`config.mk`:
```
export PLATFORM = sky130hd
export DESIGN_NAME = dotq_ctrl
export DESIGN_NICKNAME = d
export VERILOG_FILES = /design/src/rtl/core/dotq_pkg.sv /design/src/rtl/core/dotq_ctrl.sv
export SDC_FILE = /design/constraint.sdc
export NUM_CORES = 1
export LEC_CHECK = 0
export CELL_PAD_IN_SITES_DETAIL_PLACEMENT = 1
export CELL_PAD_IN_SITES_GLOBAL_PLACEMENT = 2
export CORE_MARGIN = 2
export CORE_UTILIZATION = 40
export DETAILED_ROUTE_END_ITERATION = 6
export DONT_BUFFER_PORTS = 1
export GPL_TIMING_DRIVEN = 1
export MAX_ROUTING_LAYER = met4
export PLACE_DENSITY_LB_ADDON = 0.15
export SLEW_MARGIN = 20
export SYNTH_ARGS = -nofsm -noshare
export SYNTH_HDL_FRONTEND = slang
export SYNTH_SLANG_ARGS = --single-unit
```
`constraint.sdc`:
```
create_clock -name clk_i -period 6.9 [get_ports clk_i]
set_input_delay 1.035 -clock clk_i [delete_from_list [all_inputs] [get_ports clk_i]]
set_output_delay 1.035 -clock clk_i [all_outputs]
set_load 0.01 [all_outputs]
```
`src/rtl/core/dotq_pkg.sv`:
```
// Shared types, codes and constants for the deadline-ordered task queue.
package dotq_pkg;

  localparam int unsigned DefaultDepth = 16;

  typedef enum logic [2:0] {
    CMD_INSERT      = 3'd0,
    CMD_CANCEL      = 3'd1,
    CMD_DEQUEUE     = 3'd2,
    CMD_DONE        = 3'd3,
    CMD_BAR_INSERT  = 3'd4,
    CMD_BAR_ACQUIRE = 3'd5,
    CMD_DISPOSE     = 3'd6
  } cmd_e;

  typedef enum logic [3:0] {
    ST_OK          = 4'd0,
    ST_FULL        = 4'd1,
    ST_DISPOSED    = 4'd2,
    ST_NOT_FOUND   = 4'd3,
    ST_EMPTY       = 4'd4,
    ST_NOT_DUE     = 4'd5,
    ST_AT_LIMIT    = 4'd6,
    ST_BAR_FRONT   = 4'd7,
    ST_BAR_WAITING = 4'd8
  } status_e;

  typedef enum logic [1:0] {
    EV_NONE      = 2'd0,
    EV_NON_EMPTY = 2'd1,
    EV_EMPTY     = 2'd2
  } event_e;

  typedef enum logic [2:0] {
    OP_NONE,
    OP_INSERT,
    OP_REMOVE_MATCH,
    OP_REMOVE_FRONT,
    OP_CLEAR
  } op_e;

  typedef enum logic [1:0] {
    ID_ZERO,
    ID_NEW,
    ID_FRONT,
    ID_TASK
  } id_sel_e;

  typedef enum logic [1:0] {
    PL_ZERO,
    PL_MATCH,
    PL_FRONT
  } pl_sel_e;

  typedef struct packed {
    logic [31:0] exec_time;
    logic [31:0] id;
    logic [15:0] payload;
    logic        barrier;
  } cell_t;

  typedef struct packed {
    logic    load;
    logic    exec;
    op_e     op;
    logic    barrier;
    logic    set_held;
    id_sel_e id_sel;
    pl_sel_e pl_sel;
  } ctl_t;

  typedef struct packed {
    logic empty;
    logic full;
    logic front_barrier;
    logic front_due;
    logic found;
    logic found_barrier;
    logic found_front;
    logic held_match;
  } sts_t;

endpackage

```
`src/rtl/core/dotq_ctrl.sv`:
```
// Command sequencer: decides status, flags and running count per command.
module dotq_ctrl import dotq_pkg::*; (
  input  logic       clk_i,
  input  logic       rst_ni,
  input  logic       in_valid_i,
  output logic       in_ready_o,
  input  logic [2:0] cmd_i,
  output logic       out_valid_o,
  input  logic       out_ready_i,
  input  logic       cfg_we_i,
  input  logic [7:0] cfg_wdata_i,
  input  sts_t       sts_i,
  output ctl_t       ctl_o,
  output logic [3:0] status_o,
  output logic       is_first_o,
  output logic [1:0] queue_event_o,
  output logic [7:0] running_now_o
);

  typedef enum logic [2:0] {
    S_IDLE = 3'b001,
    S_EXEC = 3'b010,
    S_RESP = 3'b100
  } state_e;

  state_e     state_q, state_d;
  logic [2:0] cmd_q;
  logic [7:0] max_run_q, run_q, run_d;
  logic       first_q, first_d, empty_q, empty_d, disp_q, disp_d, held_q, held_d;
  status_e    status_q, status_d;
  event_e     ev_q, ev_d;
  logic       is_first_q, is_first_d;
  logic       exec;

  assign in_ready_o  = (state_q == S_IDLE);
  assign out_valid_o = (state_q == S_RESP);
  assign exec        = (state_q == S_EXEC);

  always_comb begin
    state_d = state_q;
    case (state_q)
      S_IDLE:  if (in_valid_i) state_d = S_EXEC;
      S_EXEC:  state_d = S_RESP;
      S_RESP:  if (out_ready_i) state_d = S_IDLE;
      default: state_d = S_IDLE;
    endcase
  end

  always_comb begin
    ctl_o          = '0;
    ctl_o.op       = OP_NONE;
    ctl_o.id_sel   = ID_ZERO;
    ctl_o.pl_sel   = PL_ZERO;
    ctl_o.load     = in_valid_i && in_ready_o;
    ctl_o.exec     = exec;
    run_d          = run_q;
    first_d        = first_q;
    empty_d        = empty_q;
    disp_d         = disp_q;
    held_d         = held_q;
    status_d       = ST_OK;
    ev_d           = EV_NONE;
    is_first_d     = 1'b0;
    if (exec) begin
      case (cmd_q)
        CMD_INSERT, CMD_BAR_INSERT: begin
          if (disp_q) status_d = ST_DISPOSED;
          else if (sts_i.full) status_d = ST_FULL;
          else begin
            ctl_o.op      = OP_INSERT;
            ctl_o.id_sel  = ID_NEW;
            ctl_o.barrier = (cmd_q == CMD_BAR_INSERT);
            if (cmd_q == CMD_INSERT) begin
              is_first_d = first_q;
              first_d    = 1'b0;
              if (empty_q) begin
                empty_d = 1'b0;
                ev_d    = EV_NON_EMPTY;
              end
            end
          end
        end
        CMD_CANCEL: begin
          if (!sts_i.found) status_d = ST_NOT_FOUND;
          else begin
            ctl_o.op     = OP_REMOVE_MATCH;
            ctl_o.pl_sel = PL_MATCH;
            // release the held barrier
            if (sts_i.found_barrier && held_q && sts_i.held_match) begin
              held_d = 1'b0;
              if (run_q != 8'd0) run_d = run_q - 8'd1;
            end
          end
        end
        CMD_DEQUEUE: begin
          if (disp_q) status_d = ST_DISPOSED;
          else if (sts_i.empty) begin
            status_d = ST_EMPTY;
            if (!empty_q) begin
              empty_d = 1'b1;
              ev_d    = EV_EMPTY;
            end
          end else if (run_q >= max_run_q) status_d = ST_AT_LIMIT;
          else if (sts_i.front_barrier) status_d = ST_BAR_FRONT;
          else if (!sts_i.front_due) status_d = ST_NOT_DUE;
          else begin
            ctl_o.op     = OP_REMOVE_FRONT;
            ctl_o.id_sel = ID_FRONT;
            ctl_o.pl_sel = PL_FRONT;
            if (run_q != 8'd255) run_d = run_q + 8'd1;
          end
        end
        CMD_DONE: begin
          if (run_q != 8'd0) run_d = run_q - 8'd1;
        end
        CMD_BAR_ACQUIRE: begin
          if (disp_q) status_d = ST_DISPOSED;
          else if (!sts_i.found || !sts_i.found_barrier) status_d = ST_NOT_FOUND;
          else if (run_q != 8'd0 || !sts_i.found_front) status_d = ST_BAR_WAITING;
          else begin
            run_d          = 8'd1;
            held_d         = 1'b1;
            ctl_o.set_held = 1'b1;
            ctl_o.id_sel   = ID_TASK;
          end
        end
        CMD_DISPOSE: begin
          if (!disp_q) begin
            disp_d   = 1'b1;
            held_d   = 1'b0;
            ctl_o.op = OP_CLEAR;
          end
        end
        default: ;
      endcase
    end
  end

  always_ff @(posedge clk_i or negedge rst_ni) begin
    if (!rst_ni) begin
      state_q    <= S_IDLE;
      max_run_q  <= 8'd1;
      run_q      <= '0;
      first_q    <= 1'b1;
      empty_q    <= 1'b1;
      disp_q     <= 1'b0;
      held_q     <= 1'b0;
      cmd_q      <= '0;
      status_q   <= ST_OK;
      ev_q       <= EV_NONE;
      is_first_q <= 1'b0;
    end else begin
      state_q <= state_d;
      if (cfg_we_i) max_run_q <= cfg_wdata_i;
      if (ctl_o.load) cmd_q <= cmd_i;
      run_q   <= run_d;
      first_q <= first_d;
      empty_q <= empty_d;
      disp_q  <= disp_d;
      held_q  <= held_d;
      if (exec) begin
        status_q   <= status_d;
        ev_q       <= ev_d;
        is_first_q <= is_first_d;
      end
    end
  end

  assign status_o      = status_q;
  assign is_first_o    = is_first_q;
  assign queue_event_o = ev_q;
  assign running_now_o = run_q;

endmodule

```
-- Word-level counts from Yosys, hierarchy flattened
Index checks and enable logic that the tools add are counted.
Widths: inputs -> output; s select.
- register bits: 33
- input bits: 24
- output and inout bits: 28
- word-level logic and storage cells: 143
- $add $sub $neg: 2
- $lt $le $gt $ge: 1
- eq/ne operators: 28
- mux-type cells: 79
- bitwise gates (word level): 2
- reductions and logical operators: 20
- operators by type and width (operator ; number):
    $mux 8 ; 12
    $ne 2x2->1 const B ; 17
    $mux 3 ; 11
    $mux 2 ; 16
    $mux 4 ; 8
    $pmux 8 s4 ; 1
    $mux 1 ; 22
    $pmux 4 s4 ; 1
    $reduce_and 13->1 ; 1
    $eq 3x3->1 const B ; 4
    $pmux 3 s4 ; 1
    $eq 3x2->1 const B ; 3
    $mux 9 ; 1
    $pmux 3 s3 ; 1
    $add 8x1->8 const B ; 1
    $ge 8x8->1 ; 1
    $ne 8x8->1 const B ; 1
    $pmux 2 s2 ; 2
    $reduce_and 8->1 ; 1
    $reduce_bool 8->1 ; 1
    $sub 8x1->8 const B ; 1
    $reduce_and 7->1 ; 1
    $eq 3x1->1 const B ; 2
    $pmux 2 s3 ; 1
    other kinds (14) ; 21

-- Longest topological paths before layout
Gate-level depths: netlist (run 1).
- depth after elaboration: 8
- gate-level depth with buffers: 10
- gate-level depth less buffers: 9

-- Worst setup path before layout (run 1)
OpenSTA, ideal clock, no wires.
- kind: register to output
- start: register run_q[6], in the netlist running_now_o[6]
- end: output ctl_o[3] in the netlist's numbering
- arrival: 1.921 ns
- required time: 5.865 ns
- setup slack: 3.944 ns
- stages on the path, launching flop included: 8
- buffers on the path: 0
- cell sequence: dfrtp_1 ha_1 a21o_1 a221oi_1 o21ai_0 nor3_1 nand2_1 a21oi_1
- RTL lines (element ; line ; text):
    from (decl) ; dotq_ctrl.sv:28 ; logic [7:0] max_run_q, run_q, run_d;
    from (signal assigned) ; dotq_ctrl.sv:156 ; run_q <= run_d;
    to (decl) ; dotq_ctrl.sv:13 ; output ctl_t ctl_o,

==> summary.md, run 1 <==
| Metric | Value |
|---|---|
| # hold bufs at CTS | 0 |
| Detailed-route DRC error count | 0 |
| Crit end category | output pin |
| Synth unique cells | 46 |
| Worst Path Arrival | 2.54 ns |
| Total CTS buffers | 5 |
| Largest net degree at the start of global routing | 34 |
| Clk pin slew, worst setup/hold paths | 0.07 ns |
| Number of setup buffers added after CTS | 0 |
| Register area | 831 um^2 |
| Design area | 2310 um^2 |
| FF-to-FF path depth | 8 |
| Max_slew headroom | 46.6% |
| Initial antenna violation count | 0 |
| Final ANT Viol Nets | 0 |
| Sink Count | 33 |
| Syn Nets | 290 |
| Final Core Density | 44.3% |
| P_leak | 1.07 nW |
| Global-route wire length before repair | 9400 um |
| Startpoint Class | flop |
| Filler instances | 630 |
| Sw Share | 45.8% |
| Post-Layout Cell Count | 317 |
| Drt pass-1 iters | 5 |
| Die width | 78.0 um |
| Combinational share of power | 49.7% |
| CTS root buffer | clkbuf_8 |
| Slowest-stage cell, CP | dfrtp_1 |
| Post-DP HPWL | 4190 um |
| Clock power frac | 14.2% |
| WL per Instance | 17.4 um |
| Internal Pwr Total | 0.569 mW |
| Post-synthesis register bit count | 33 |
| Slowest stage delay, CP | 0.48 ns |
| Clk buf depth | 2 |
| FMAX | 280 MHz |
| Final worst slack | 3.32 ns |
| CP Data Required Time | 5.86 ns |
| Peak supply drop | 224 uV |
| Clk_lat worst skew | 0.29 ns |
| CP Max Fanout | 6 |
| Rows | 26 |
| Sw power | 0.481 mW |
| Chip height | 78.0 um |
| Dpl ws | 3.62 ns |
| Crit Reg-Reg Endpoint | running_now_o[7] |
| RSZ-0062 raised after global routing | false |
| Setup crit end | ctl_o[6] |
| Post-CTS sizing | 0 |
| Ant diodes | 0 |
| Synth async-reset ratio | 100% |
| Final TNS setup | 0 ns |
| Most common cell after layout, fill and taps aside | nand2_1 |
| Gpl congestion | 0.751 |
| Highest-count cells in the layout ignoring fill and taps | nand2_1 (30), dfrtp_1 (29), nor2_1 (24) |
| Vias post-DR | 1789 |
| Worst slew pin tran | 0.799 ns |
| Worst-path cell chain | ha_1, a21o_1, a221oi_1, o21ai_0, nor3_1, nand2_1, a21oi_1 |
| Area grow syn2layout | 5.25% |
| Final hold viol count | 0 |
| Vias in the first global route | 1896 |
| Drt total wl | 5510 um |
| Critical path startpoint | running_now_o[6] |
| Final setup violation count | 0 |
| Post-route clock period utilization | 51.8% |
| Syn Inst Count | 251 |
| Layout cells sized above 1 | 9.72% |
| Post-Syn Area | 2190 um^2 |
| Area post-placement | 2220 um^2 |
| Clk_skew | 0.00466 ns |
| Tot GR Track Use | 20.3% |
| Number of port buffers | 0 |
| FF-to-FF setup slack | 3.72 ns |
| # nets final | 286 |
| Gr ovfl total | 0 |
| DRT iter0 DRCs | 49 |
| Placed cells | 310 |
| Status | completed |
| DR vias/cell | 5.64 |
| Sequential-to-total area share from yosys stat | 37.9% |
| Top FF cell, synth | dfrtp_1 |
| Critical R2R Launch | cmd_q[2] |
| Fin. max-slew vios | 0 |
| Syn. warnings | 0 |
| EDFF count, synth | 0 |
| Multi-input gate area | 1230 um^2 |
| Hold Crit Class | input port to asynchronous set/reset pin |
| Initial core utilization | 42.1% |
| CP Class | flop to output pin |
| CTS tree | built |
| Max_cap viols | 0 |
| Synth Area per Inst | 8.73 um^2 |
| Pwr dens | 455 nW/um^2 |
| Core area | 5200 um^2 |
| Sequential Power Share | 36.1% |
| H-tree depth | 2 |
| Die footprint | 6090 um^2 |
| Min cycle time layout | 3.58 ns |
| Num ports | 52 |
worst max-delay path, delay by kind of cell, from the launching register on:
| kind | cells | cell delay (ns) |
|---|---|---|
| simple gates | 2 | 0.48 |
| compound gates | 4 | 0.97 |
| fa+ha+maj | 1 | 0.35 |
| flops | 1 | 0.48 |
cells by family after synthesis:
| group | after synthesis | synth area share [%] |
|---|---|---|
| mux | 12 | 5.99 |
| fa+ha+maj | 15 | 8.90 |
| flops | 33 | 37.9 |
| simple gates | 100 | 22.6 |
| xor+xnor | 3 | 1.20 |
| buf+inv | 30 | 5.94 |
| compound gates | 58 | 17.5 |
power by group through the flow:
| stage | Combinational [mW] | Clock [mW] | Sequential, mW |
|---|---|---|---|
| floorplan | 0.464 | 0 | 0.331 |
| global placement | 0.512 | 0 | 0.382 |
| detailed placement | 0.527 | 0 | 0.383 |
| CTS | 0.528 | 0.155 | 0.381 |
| global route | 0.604 | 0.162 | 0.394 |
| finish | 0.521 | 0.149 | 0.379 |
per-stage QoR:
stage / total power [mW] / hold WS [ns]
2_1_floorplan: 0.795 / 0.463
3_3_place_gp: 0.894 / 0.474
3_5_place_dp: 0.910 / 0.492
4_1_cts: 1.06 / 0.427
5_1_grt: 1.16 / 0.420
6_report: 1.05 / 0.438
per-layer routing:
layer | share of wire (%) | track usage [%]
met1 | 44 | 24.6
met2 | 49 | 33.1
met3 | 6.3 | 5.75
met4 | 1.1 | 5.96
met5 | 0 | -
worst min path at each step:
stage                                  end     from
after CTS                 running_now_o[3]   rst_ni
after detailed placement           first_q  first_q
after floorplan                    first_q  first_q
after global routing      running_now_o[3]   rst_ni
after global placement             first_q  first_q
final                               disp_q   rst_ni
flip-flops by register name (all words and copies together) (netlist names):
register,flops
cmd_q,3
disp_q,1
empty_q,1
first_q,1
held_q,1
is_first_o,1
max_run_q,8
queue_event_o,2
running_now_o,8
state_q,3
status_o,4
synth_stat cells, drive strengths merged (5+ instances only):
cell type | instances | area, um^2
nand2 | 31 | 124
dfrtp | 29 | 726
nor2 | 24 | 90.1
inv | 19 | 71.3
o21ai | 18 | 90.1
ha | 14 | 175
a21oi | 13 | 65.1
clkbuf | 9 | 43.8
mux2 | 9 | 101
nor3 | 8 | 40.0
nand3 | 7 | 35.0
a31oi | 6 | 37.5
and3 | 6 | 38.8
a21o | 5 | 37.5
area by class of cell:
type / instances / share of cell area [%]
Clock buffer: 7 / 3.74
Inverter: 19 / 3.09
Multi-Input combinational cell: 188 / 53.4
Sequential cell: 33 / 36.0
Tap cell: 70 / 3.80
Note: power is estimated with default switching activity, not from simulation.
==> inputs of run 2 (changes only) <==
--- a/config.mk
+++ b/config.mk
@@ -8,7 +8,7 @@
 export CELL_PAD_IN_SITES_DETAIL_PLACEMENT = 1
 export CELL_PAD_IN_SITES_GLOBAL_PLACEMENT = 2
 export CORE_MARGIN = 2
-export CORE_UTILIZATION = 40
+export CORE_UTILIZATION = 34
 export DETAILED_ROUTE_END_ITERATION = 6
 export DONT_BUFFER_PORTS = 1
 export GPL_TIMING_DRIVEN = 1
==> constraint.sdc (replaced) <==
create_clock -name clk_i -period 3.2 [get_ports clk_i]
set_input_delay 0.48 -clock clk_i [delete_from_list [all_inputs] [get_ports clk_i]]
set_output_delay 0.48 -clock clk_i [all_outputs]
set_load 0.01 [all_outputs]
==> summary.md, run 2 (synthesized netlist as in run 1, its figures left out) <==
| Metric | Value |
|---|---|
| CP Class | flop to output pin |
| Max_slew headroom | 54.8% (+8.2 points) |
| Hold Crit Class | input port to asynchronous set/reset pin |
| Buf+Inv Stages, Crit Path | 1 (+1) |
| Final TNS setup | 0 ns (unchanged) |
| DRT iter0 DRCs | 50 (+2.0%) |
| Area grow syn2layout | 11.9% |
| Post-route clock period utilization | 91.6% |
| DR vias/cell | 5.35 (-5.2%) |
| Total power | 2.42 mW (+130%) |
| CP Max Fanout | 5 (-1) |
| Peak supply drop | 436 uV (+94%) |
| Final hold viol count | 0 (unchanged) |
| Min cycle time layout | 2.93 ns |
| Initial antenna violation count | 0 (unchanged) |
| P_leak | 1.15 nW (+7.9%) |
| Initial core utilization | 34.9% (-7.2 points) |
| H-tree depth | 2 (unchanged) |
| Drt total wl | 6100 um (+11%) |
| Slowest-stage cell, CP | dfrtp_1 |
| Fin. max-slew vios | 0 (unchanged) |
| CP Data Required Time | 2.72 ns (-3.14 ns) |
| CTS root buffer | clkbuf_8 |
| WL per Instance | 18.0 um (+3.5%) |
| Rows | 29 (+12%) |
| Area post-placement | 2330 um^2 (+4.8%) |
| Vias post-DR | 1813 (+1.3%) |
| Total CTS buffers | 5 (unchanged) |
| Detailed-route DRC error count | 0 (unchanged) |
| Tot GR Track Use | 19.1% (-1.1 points) |
| Number of port buffers | 0 (unchanged) |
| Ant diodes | 0 (unchanged) |
| Die footprint | 7110 um^2 (+17%) |
| Clk pin slew, worst setup/hold paths | 0.08 ns (about the same) |
| Worst-path cell chain | inv_1, ha_1, nand2b_1, a31oi_1, o21ai_0, nor3_1, nand2_1, a21oi_1 |
| Highest-count cells in the layout ignoring fill and taps | nand2_1 (30), dfrtp_1 (29), nor2_1 (24) |
| Max_cap viols | 0 (unchanged) |
| Design area | 2450 um^2 (+6.3%) |
| Drt pass-1 iters | 5 (unchanged) |
| Vias in the first global route | 2002 (+5.6%) |
| Num ports | 52 (unchanged) |
| CTS tree | built |
| Global-route wire length before repair | 10400 um (+10%) |
| Slowest stage delay, CP | 0.47 ns (about the same) |
| Startpoint Class | flop |
| Worst Path Arrival | 2.45 ns (-0.09 ns) |
| Largest net degree at the start of global routing | 30 (-12%) |
| RSZ-0062 raised after global routing | false |
| Final setup violation count | 0 (unchanged) |
| Fin Hold WS | 0.00401 ns (-0.434 ns) |
| Final ANT Viol Nets | 0 (unchanged) |
| FMAX | 341 MHz |
| Layout cells sized above 1 | 15.6% (+5.9 points) |
| Chip height | 84.3 um (+8.0%) |
| Clk_lat worst skew | 0.29 ns (about the same) |
| Post-DP HPWL | 4540 um (+8.3%) |
| Sink Count | 33 (unchanged) |
| Clk_skew | 0.00986 ns (+0.00520 ns) |
| # nets final | 300 (+4.9%) |
| Gr ovfl total | 0 (unchanged) |
| Core area | 6280 um^2 (+21%) |
| Crit-path leading delay family | compound AO/OA/AOI/OAI gates |
| Worst slew pin tran | 0.677 ns (-0.122 ns) |
| Most common cell after layout, fill and taps aside | nand2_1 |
| Pwr dens | 988 nW/um^2 (+120%) |
| Status | completed |
| Clk buf depth | 2 (unchanged) |
| Gpl congestion | 0.817 (+8.8%) |
| Die width | 84.3 um (+8.0%) |
| Crit end category | output pin |
[run 2: changes by cell type in the layout (fill, tap and decap cells not counted), sizes merged]
cell | previous run | this run
buf | 0 | 14
clkinv | 0 | 1
[run 2: where the power goes]
part,switching (mW),internal (mW)
Sequential,0.147,0.562
Clock,0.163,0.195
Combinational,0.771,0.585
[run 2: timing repair]
item	in CTS	in global routing
buffers inserted	0	0
endpoints found under the setup margin	0	1
gates resized for setup	0	1
endpoints found under the hold margin	29	0
hold buffers	1	0
[run 2: worst paths after layout]
path / from / to / slack [ns] / depth (start not counted)
min reg2reg: first_q / first_q / 0.50 / 1
max: running_now_o[0] / ctl_o[3] / 0.27 / 8
min in group clk_i: in_valid_i / state_q[0] / 0.24 / 1
max in group asynchronous: rst_ni / is_first_o / 3.01 / 1
min: rst_ni / held_q / 0.004 / 1
max reg2reg: cmd_q[0] / running_now_o[7] / 0.31 / 8
[run 2: layer usage]
layer / vias up / wire [um] / global-route usage, %
li1: 898 / - / -
met1: 872 / 2670 / 23.0
met3: 4 / 312 / 4.13
met2: 39 / 3060 / 32.9
met4: 0 / 63 / 4.40
met5: - / 0 / -
[run 2: stage by stage]
stage,instances,utilization [%],setup slack (ns)
2_1_floorplan,251,-,0.342
3_3_place_gp,330,37.1,0.367
3_5_place_dp,330,37.1,0.295
4_1_cts,339,39.0,0.196
5_1_grt,339,39.1,0.00225
6_report,339,39.1,0.269
[run 2: worst register-to-register path: stages (launching register included)]
cell      delay (ns)
dfrtp_1         0.38
or3b_2          0.63
ha_1            0.38
and3_1          0.20
a221o_1         0.33
o41ai_1         0.33
xnor2_1         0.18
o211ai_1        0.11
a22o_1          0.25
[run 2: cell type report]
class                           count  area, um^2
Clock inverter                      1        5.00
Multi-Input combinational cell    188        1230
Inverter                           19        71.3
Sequential cell                    33         831
Tap cell                           77        96.3
Timing Repair Buffer               14         118
Clock buffer                        7        96.3
Fill cell                         757        3820
==> inputs of run 3 (changes only) <==
--- a/config.mk
+++ b/config.mk
@@ -9,11 +9,13 @@
 export CELL_PAD_IN_SITES_GLOBAL_PLACEMENT = 2
 export CORE_MARGIN = 2
 export CORE_UTILIZATION = 34
+export CTS_CLUSTER_SIZE = 16
 export DETAILED_ROUTE_END_ITERATION = 6
 export DONT_BUFFER_PORTS = 1
 export GPL_TIMING_DRIVEN = 1
 export MAX_ROUTING_LAYER = met4
-export PLACE_DENSITY_LB_ADDON = 0.15
+export PLACE_DENSITY = 0.77
+export RECOVER_POWER = 50
 export SLEW_MARGIN = 20
 export SYNTH_ARGS = -nofsm -noshare
 export SYNTH_HDL_FRONTEND = slang
==> summary.md, run 3 (synthesized netlist as in run 1, its figures left out) <==
| Metric | Value |
|---|---|
| Status | finished, violations left |
| Violated checks | max-capacitance violations, max-slew violations |
| Min cycle time layout | 2.97 ns (+0.0413 ns) |
| Filler instances | 754 (-0.40%) |
| Total power | 2.34 mW (-3.5%) |
| CP Max Fanout | 6 (+1) |
| Die width | 84.3 um (unchanged) |
| Drt pass-1 iters | 4 (-1) |
| Gr ovfl total | 0 (unchanged) |
| RSZ-0062 raised after global routing | false |
| P_leak | 1.12 nW (-2.5%) |
| Die footprint | 7110 um^2 (unchanged) |
| Hold Crit Class | input port to asynchronous set/reset pin |
| Final ANT Viol Nets | 0 (unchanged) |
| Final hold viol count | 0 (unchanged) |
| Num ports | 52 (unchanged) |
| Ant diodes | 0 (unchanged) |
| DRT iter0 DRCs | 51 (+2.0%) |
| Fin. max-slew vios | 30 (+30) |
| Tot GR Track Use | 17.6% (-1.5 points) |
| CP Class | flop to output pin |
| Gpl congestion | 0.796 (-2.5%) |
| Worst Path Arrival | 2.49 ns (+0.04 ns) |
| Clk buf depth | 2 (unchanged) |
| Detailed-route DRC error count | 0 (unchanged) |
| Fin Hold WS | 0.0283 ns (+0.0243 ns) |
| Worst slew pin tran | 1.67 ns (+0.998 ns) |
| Rows | 29 (unchanged) |
| Number of port buffers | 0 (unchanged) |
| Initial antenna violation count | 0 (unchanged) |
| Largest net degree at the start of global routing | 30 (unchanged) |
| Most common cell after layout, fill and taps aside | nand2_1 |
| FF-to-FF setup slack | 0.31 ns (about the same) |
| CTS root buffer | clkbuf_8 |
| Area grow syn2layout | 9.93% |
| Post-DP HPWL | 4290 um (-5.4%) |
| Vias post-DR | 1840 (+1.5%) |
| Post-route clock period utilization | 92.9% (+1.3 points) |
| Final TNS setup | 0 ns (unchanged) |
| Final setup violation count | 0 (unchanged) |
| Global-route wire length before repair | 9660 um (-6.7%) |
| Startpoint Class | flop |
| Final Core Density | 38.4% (-0.68 points) |
| # nets final | 298 (-0.67%) |
| Layout cells sized above 1 | 14.2% (-1.4 points) |
| Crit Reg-Reg Endpoint | running_now_o[7] |
| Max_cap viols | 1 (+1) |
| Drt total wl | 5750 um (-5.7%) |
| Initial core utilization | 34.9% (unchanged) |
| Critical R2R Launch | cmd_q[0] |
| Peak supply drop | 407 uV (-6.5%) |
| FMAX | 336 MHz (-1.4%) |
| Core area | 6280 um^2 (unchanged) |
| Highest-count cells in the layout ignoring fill and taps | nand2_1 (30), dfrtp_1 (29), nor2_1 (24) |
| Vias in the first global route | 1938 (-3.2%) |
| Clk pin slew, worst setup/hold paths | 0.07 ns (about the same) |
| Slowest stage delay, CP | 0.49 ns (+0.02 ns) |
| H-tree depth | 2 (unchanged) |
| Chip height | 84.3 um (unchanged) |
| Sink Count | 33 (unchanged) |
| Pwr dens | 970 nW/um^2 (-1.8%) |
| Total CTS buffers | 5 (unchanged) |
| DR vias/cell | 5.46 (+2.1%) |
| Clk_skew | 0.00512 ns (-0.00474 ns) |
| Clk_lat worst skew | 0.29 ns (about the same) |
| WL per Instance | 17.1 um (-5.2%) |
| Worst-path cell chain | ha_1, a21o_1, a221oi_1, o21ai_0, nor3_2, nand2_1, o21bai_1 |
| CP Data Required Time | 2.72 ns (about the same) |
| Crit end category | output pin |
| Slowest-stage cell, CP | dfrtp_1 |
| CTS tree | built |
| FF-to-FF path depth | 8 (unchanged) |
| Max_slew headroom | -11.7% (-66 points) |
run 3: cell count changes in the layout (fill, tap and decap cells not counted):
cell      delta
a21oi_1      -1
a21oi_2      +1
buf_12       -1
buf_4        -2
clkbuf_1     +3
clkbuf_8     -2
dfstp_1      +1
dfstp_2      -1
nor3_1       -1
nor3_2       +1
run 3: metrics by stage:
| stage | std cells | area [um^2] | setup WS, ns |
|---|---|---|---|
| CTS | 337 | 2410 | 0.102 |
| detailed placement | 328 | 2310 | 0.277 |
| floorplan | 251 | 2190 | 0.342 |
| finish | 337 | 2410 | 0.227 |
| global route | 337 | 2410 | 0.0532 |
| global placement | 328 | 2310 | 0.401 |
run 3: critical path, delay by kind of cell (launching register included):
kind                     cells  cell delay [ns]
AND/OR/NAND/NOR              2             0.41
adder cells (fa/ha/maj)      1             0.35
flip-flops                   1             0.49
AO/OA/AOI/OAI                4             0.97
run 3: worst max-delay path by stage:
stage | from | end | slack (ns) | depth (start not counted)
floorplan | cmd_q[2] | running_now_o[7] | 0.34 | 9
global placement | cmd_q[0] | running_now_o[7] | 0.40 | 8
detailed placement | cmd_q[0] | running_now_o[7] | 0.28 | 8
CTS | running_now_o[6] | ctl_o[3] | 0.10 | 7
global route | running_now_o[6] | ctl_o[7] | 0.05 | 7
finish | running_now_o[6] | ctl_o[7] | 0.23 | 7
run 3: repair_timing:
action | CTS | global route
hold endpoints to repair | 29 | 0
resized for setup | 0 | 3
setup endpoints to repair | 0 | 4
buffers inserted | 0 | 0
hold buffers | 1 | 0
run 3: area by class of cell:
type / count / area (um^2) / area share, %
Clock buffer: 7 / 76.3 / 3.17
Clock inverter: 1 / 5.00 / 0.208
Inverter: 19 / 71.3 / 2.96
Multi-Input combinational cell: 188 / 1240 / 51.6
Sequential cell: 33 / 831 / 34.5
Tap cell: 77 / 96.3 / 4.00
Timing Repair Buffer: 12 / 86.3 / 3.58
run 3: power breakdown:
group | switching, mW | total, mW | internal (mW)
Sequential | 0.171 | 0.732 | 0.561
Clock | 0.154 | 0.307 | 0.153
Combinational | 0.732 | 1.30 | 0.566
run 3: metal layers:
layer	GRT usage [%]	wire, um	vias up
li1	-	-	898
met1	21.2	2520	896
met2	29.4	2820	41
met3	4.92	346	5
met4	4.11	62	0
met5	-	0	-
